--- src/design/olist_pkg.sv ---
`timescale 1ns / 1ps
package olist_pkg;

    localparam int DEPTH_DEF = 256;
    localparam int POS_W     = 9;
    localparam int CMD_W     = 3;
    localparam int VAL_W     = 32;
    localparam int ST_W      = 2;

    localparam logic [CMD_W-1:0] CMD_INSERT = 3'd0;
    localparam logic [CMD_W-1:0] CMD_DELETE = 3'd1;
    localparam logic [CMD_W-1:0] CMD_FIND   = 3'd2;
    localparam logic [CMD_W-1:0] CMD_COUNT  = 3'd3;
    localparam logic [CMD_W-1:0] CMD_DEDUP  = 3'd4;
    localparam logic [CMD_W-1:0] CMD_RDEL   = 3'd5;

    localparam logic [ST_W-1:0] ST_OK      = 2'd0;
    localparam logic [ST_W-1:0] ST_BAD_POS = 2'd1;
    localparam logic [ST_W-1:0] ST_FULL    = 2'd2;

    typedef enum logic [2:0] {
        OP_INSERT, OP_DELETE, OP_FIND, OP_COUNT, OP_DEDUP, OP_RDEL, OP_NOP
    } op_t;

    typedef struct packed {
        op_t                     op;
        logic [POS_W-1:0]        pos;
        logic signed [VAL_W-1:0] val;
        logic signed [VAL_W-1:0] hi;
    } job_t;

    typedef enum logic [3:0] {
        BK_IDLE, BK_INS_RD, BK_INS_WR, BK_DEL_RD, BK_DEL_WR, BK_SCAN_RD, BK_SCAN_CHK,
        BK_DUP_RD, BK_DUP_CUR, BK_DUP_KRD, BK_DUP_KCHK, BK_DONE
    } bk_state_t;

endpackage

--- src/design/olist_front.sv ---
`timescale 1ns / 1ps
module olist_front (
    input  logic                           aclk,
    input  logic                           aresetn,
    input  logic                           s_valid,
    output logic                           s_ready,
    input  logic [olist_pkg::CMD_W-1:0]    s_command,
    input  logic [olist_pkg::POS_W-1:0]    s_position,
    input  logic signed [olist_pkg::VAL_W-1:0] s_value,
    input  logic signed [olist_pkg::VAL_W-1:0] s_range_high,
    output logic                           q_valid,
    output olist_pkg::job_t                q_job,
    input  logic                           q_pop
);
    import olist_pkg::*;

    job_t       slot_reg [2];
    logic       wr_ptr_reg, rd_ptr_reg;
    logic [1:0] fill_reg;
    job_t       job_in;
    logic       push, pop;

    // Decode the command code into an operation.
    always_comb begin
        job_in.pos = s_position;
        job_in.val = s_value;
        job_in.hi  = s_range_high;
        case (s_command)
            CMD_INSERT: job_in.op = OP_INSERT;
            CMD_DELETE: job_in.op = OP_DELETE;
            CMD_FIND:   job_in.op = OP_FIND;
            CMD_COUNT:  job_in.op = OP_COUNT;
            CMD_DEDUP:  job_in.op = OP_DEDUP;
            CMD_RDEL:   job_in.op = OP_RDEL;
            default:    job_in.op = OP_NOP;
        endcase
    end

    assign s_ready = (fill_reg != 2'd2);
    assign q_valid = (fill_reg != 2'd0);
    assign q_job   = slot_reg[rd_ptr_reg];
    assign push    = s_valid && s_ready;
    assign pop     = q_pop && q_valid;

    always_ff @(posedge aclk) begin
        if (push) begin
            slot_reg[wr_ptr_reg] <= job_in;
        end
        if (!aresetn) begin
            wr_ptr_reg <= 1'b0;
            rd_ptr_reg <= 1'b0;
            fill_reg   <= 2'd0;
        end else begin
            if (push) wr_ptr_reg <= !wr_ptr_reg;
            if (pop)  rd_ptr_reg <= !rd_ptr_reg;
            fill_reg <= fill_reg + 2'(push) - 2'(pop);
        end
    end

endmodule

--- config.mk ---
export PLATFORM = sky130hd
export DESIGN_NAME = olist_front
export DESIGN_NICKNAME = d
export VERILOG_FILES = /design/src/design/olist_pkg.sv /design/src/design/olist_front.sv
export SDC_FILE = /design/constraint.sdc
export NUM_CORES = 1
export LEC_CHECK = 0
export BUFFER_PORTS_ARGS = -buffer_cell sky130_fd_sc_hd__buf_2
export CAP_MARGIN = 10
export CORE_MARGIN = 4
export CORE_UTILIZATION = 52
export DETAILED_ROUTE_END_ITERATION = 7
export PLACE_DENSITY_LB_ADDON = 0.1
export SYNTH_ARGS = -nofsm -noshare
export SYNTH_HDL_FRONTEND = slang
export SYNTH_SLANG_ARGS = --single-unit
export TNS_END_PERCENT = 5
--- constraint.sdc ---
create_clock -name aclk -period 3.5 [get_ports aclk]
set_input_delay 0.875 -clock aclk [delete_from_list [all_inputs] [get_ports aclk]]
set_output_delay 0.875 -clock aclk [all_outputs]
set_load 0.1 [all_outputs]
==> results.txt <==
Max frequency: 351 MHz
Drt wl/cell: 17.2 um
CP peak stage delay: 0.54 ns
CP top delay family: buffers and inverters
Gate Count Post-Synth: 268
Via Count: 2,924
Sequential area share after synthesis: 0.787
Final TNS setup: 0 ns
Clock sinks: 157
CTS buffer count: 17
Initial antenna violation count: 0
Final worst slack: 0.650 ns
CTS max path bufs: 2
Area leader, netlist: edfxtp_1
Worst-path clk slew: 0.06 ns
Post-CTS Setup Inserts: 0
FF+latch count, synth: 157
Path type of the worst min-delay path: reg2reg
Placer Congestion: 0.736
Met3 usage: 0.0682
RSZ-0062 raised after global routing: no
Arrival @ worst endpoint: 1.98 ns
Share of post-route cells with drive strength above 1: 0.597
Req. time, crit path: 2.62 ns
Post-Syn Area: 5920 um2
CTS Root Buffer Type: clkbuf_16
DRT Wirelength: 10,200 um
Mapped Nets: 349
Startpoint Class: register
PD cells: 890 nW/um2
Max FFs per register: 152
Row cnt: 38
Post-route design area: 7410 um2
Drc violations: 0
Hold_buf cts: 0
Post-CTS sizing: 0
CP endpoint kind: primary output
DIE WIDTH: 115 um
Slowest CP cell: dfxtp_4
H-tree depth: 4
Hold_sp: rd_ptr_reg$_SDFFE_PN0P_
Worst Reg-to-Reg Cells: 3
Core area: 11,000 um2
Area after DPL: 6890 um2
Final period util: 0.814
Worst skew pair latency: 0.41 ns
Drt pass-1 iters: 4
Final Max Tran Viols: 0
CTS tree: done
Grt peak-use layer: met2
Largest net degree at the start of global routing: 42
Slew margin rel.: 0.604
First-pass GRT wire length: 15,500 um
Mean post-synth cell area: 22.1 um2
Final setup fails: 0
Top FF cell, synth: edfxtp_1
Die Height: 115 um
Post-synth EDFFs: 152
1st-iter DRT viols: 140
Ys async rst share: 0
Die area: 13,200 um2
GR Overflow Total: 0
Critical path type: reg2out
LEAKAGE: 0.00287 uW
Final Skew: 0.00421 ns
Status: finished clean
Layout Nets: 520
Crit-path max FO: 41
Vias in the first global route: 3,098
Area delta synth->final: 25.1%
# diodes: 0
Yosys cell types: 27
Post-DP HPWL: 6920 um
Bufs and invs on worst path: 2
Total GRT Usage: 0.159
IO Port Bufs: 157
Met2 usage: 0.255
Synth top area cells: edfxtp_1 77%, mux2_4 10%, mux2_2 6.8%
R2r setup slk: 1.63 ns
Vias per cell: 4.94
Starting Density: 0.539
Critical R2R Capture: slot_reg[1][44]$_DFFE_PP_
Filler cell count: 774
Cell Chain, Critical Path: buf_12 > mux2_2 > buf_2
Worst hold path depth: 2
Top-level I/O count: 158
Worst vdd ir: 0.518 mV
YS warnings: 0
# Max-Cap Violations: 0
Area share of the largest cell type after synthesis: 0.771
DP Worst Slack: 1.07 ns
Post-route minimum period: 2.85 ns
Final ANT Viol Nets: 0
Final hold vios: 0
Worst Max-Slew Pin Slew: 0.594 ns
Routing usage on met1: 0.188
Reg2reg start: fill_reg[0]$_SDFF_PN0_
cells by family (layout without fill, tap and decap cells):
family          after synthesis  in the layout  synth area share
mux                          77             77             0.172
flops                       157            157             0.787
buf+inv                      11            195            0.0133
xor+xnor                      1              1           0.00148
simple gates                 13             13            0.0137
compound gates                8              8            0.0104
fa+ha+maj                     1              1           0.00211
placed cells by master, fill, tap and decap left out, drive strengths merged:
cell type	count
clkbuf	20
bufinv	1
nand3b	1
buf	162
clkinv	12
nor2b	1
nand2	1
o21ai	2
edfxtp	152
a32oi	1
nand3	1
a21bo	2
mux2i	1
or2	1
ha	1
mux2	76
and2	3
dfxtp	5
nand2b	2
and3	1
nor2	2
a21boi	2
a211oi	1
xnor2	1
worst max-delay path by stage:
stage | startpoint | depth (start not counted) | end
after floorplan | s_valid | 1 | slot_reg[1][0]$_DFFE_PP_
after global placement | register | 3 | q_job[1]
after detailed placement | register | 3 | q_job[15]
after CTS | register | 3 | q_job[75]
after global routing | register | 3 | q_job[75]
final | register | 3 | q_job[75]
worst reg2reg max path, stage by stage (launching register included):
cell      delay [ns]
dfxtp_1         0.46
nand2b_4        0.20
and3_4          0.57
buf_12          0.32
synthesized netlist by cell type, types with 2 or more instances:
| cell | n |
|---|---|
| o21ai_0 | 2 |
| nor2_1 | 2 |
| edfxtp_1 | 152 |
| dfxtp_1 | 5 |
| mux2_2 | 36 |
| mux2_4 | 40 |
| a21boi_0 | 2 |
| and2_1 | 3 |
| a21bo_2 | 2 |
| buf_6 | 4 |
| clkbuf_1 | 2 |
| buf_2 | 3 |
stage by stage:
stage          hold slack (ns)   util  power, uW  cells
2_1_floorplan            0.529      -       4730    268
3_3_place_gp             0.569  0.628       5040    560
3_5_place_dp             0.578  0.628       5060    560
4_1_cts                  0.594  0.675       6660    592
5_1_grt                  0.629  0.675       6830    592
6_report                 0.594  0.675       6600    592
metal layers:
metal	wire [um]	share of wire
met5	0	0
met1	3990	0.39
met3	843	0.083
met4	180	0.018
met2	5160	0.51
area by class of cell:
class                      count  area, um2  share of cell area
clock inverter                12       80.1              0.0108
clock buffer                  20        437              0.0589
sequential                   157       4670               0.630
tap                          140        175              0.0236
multi-input combinational    100       1180               0.160
inverter                       1       5.00            0.000675
timing repair buffer         162        861               0.116
report_power, final:
part | switching, uW | leakage, uW | total (uW) | internal (uW)
Sequential | 84.1 | 0.00146 | 2370 | 2290
Clock | 644 | 0.000261 | 1600 | 956
Combinational | 2070 | 0.00115 | 2620 | 552
Total | 2800 | 0.00287 | 6600 | 3800
(Power assumes the default switching activity.)
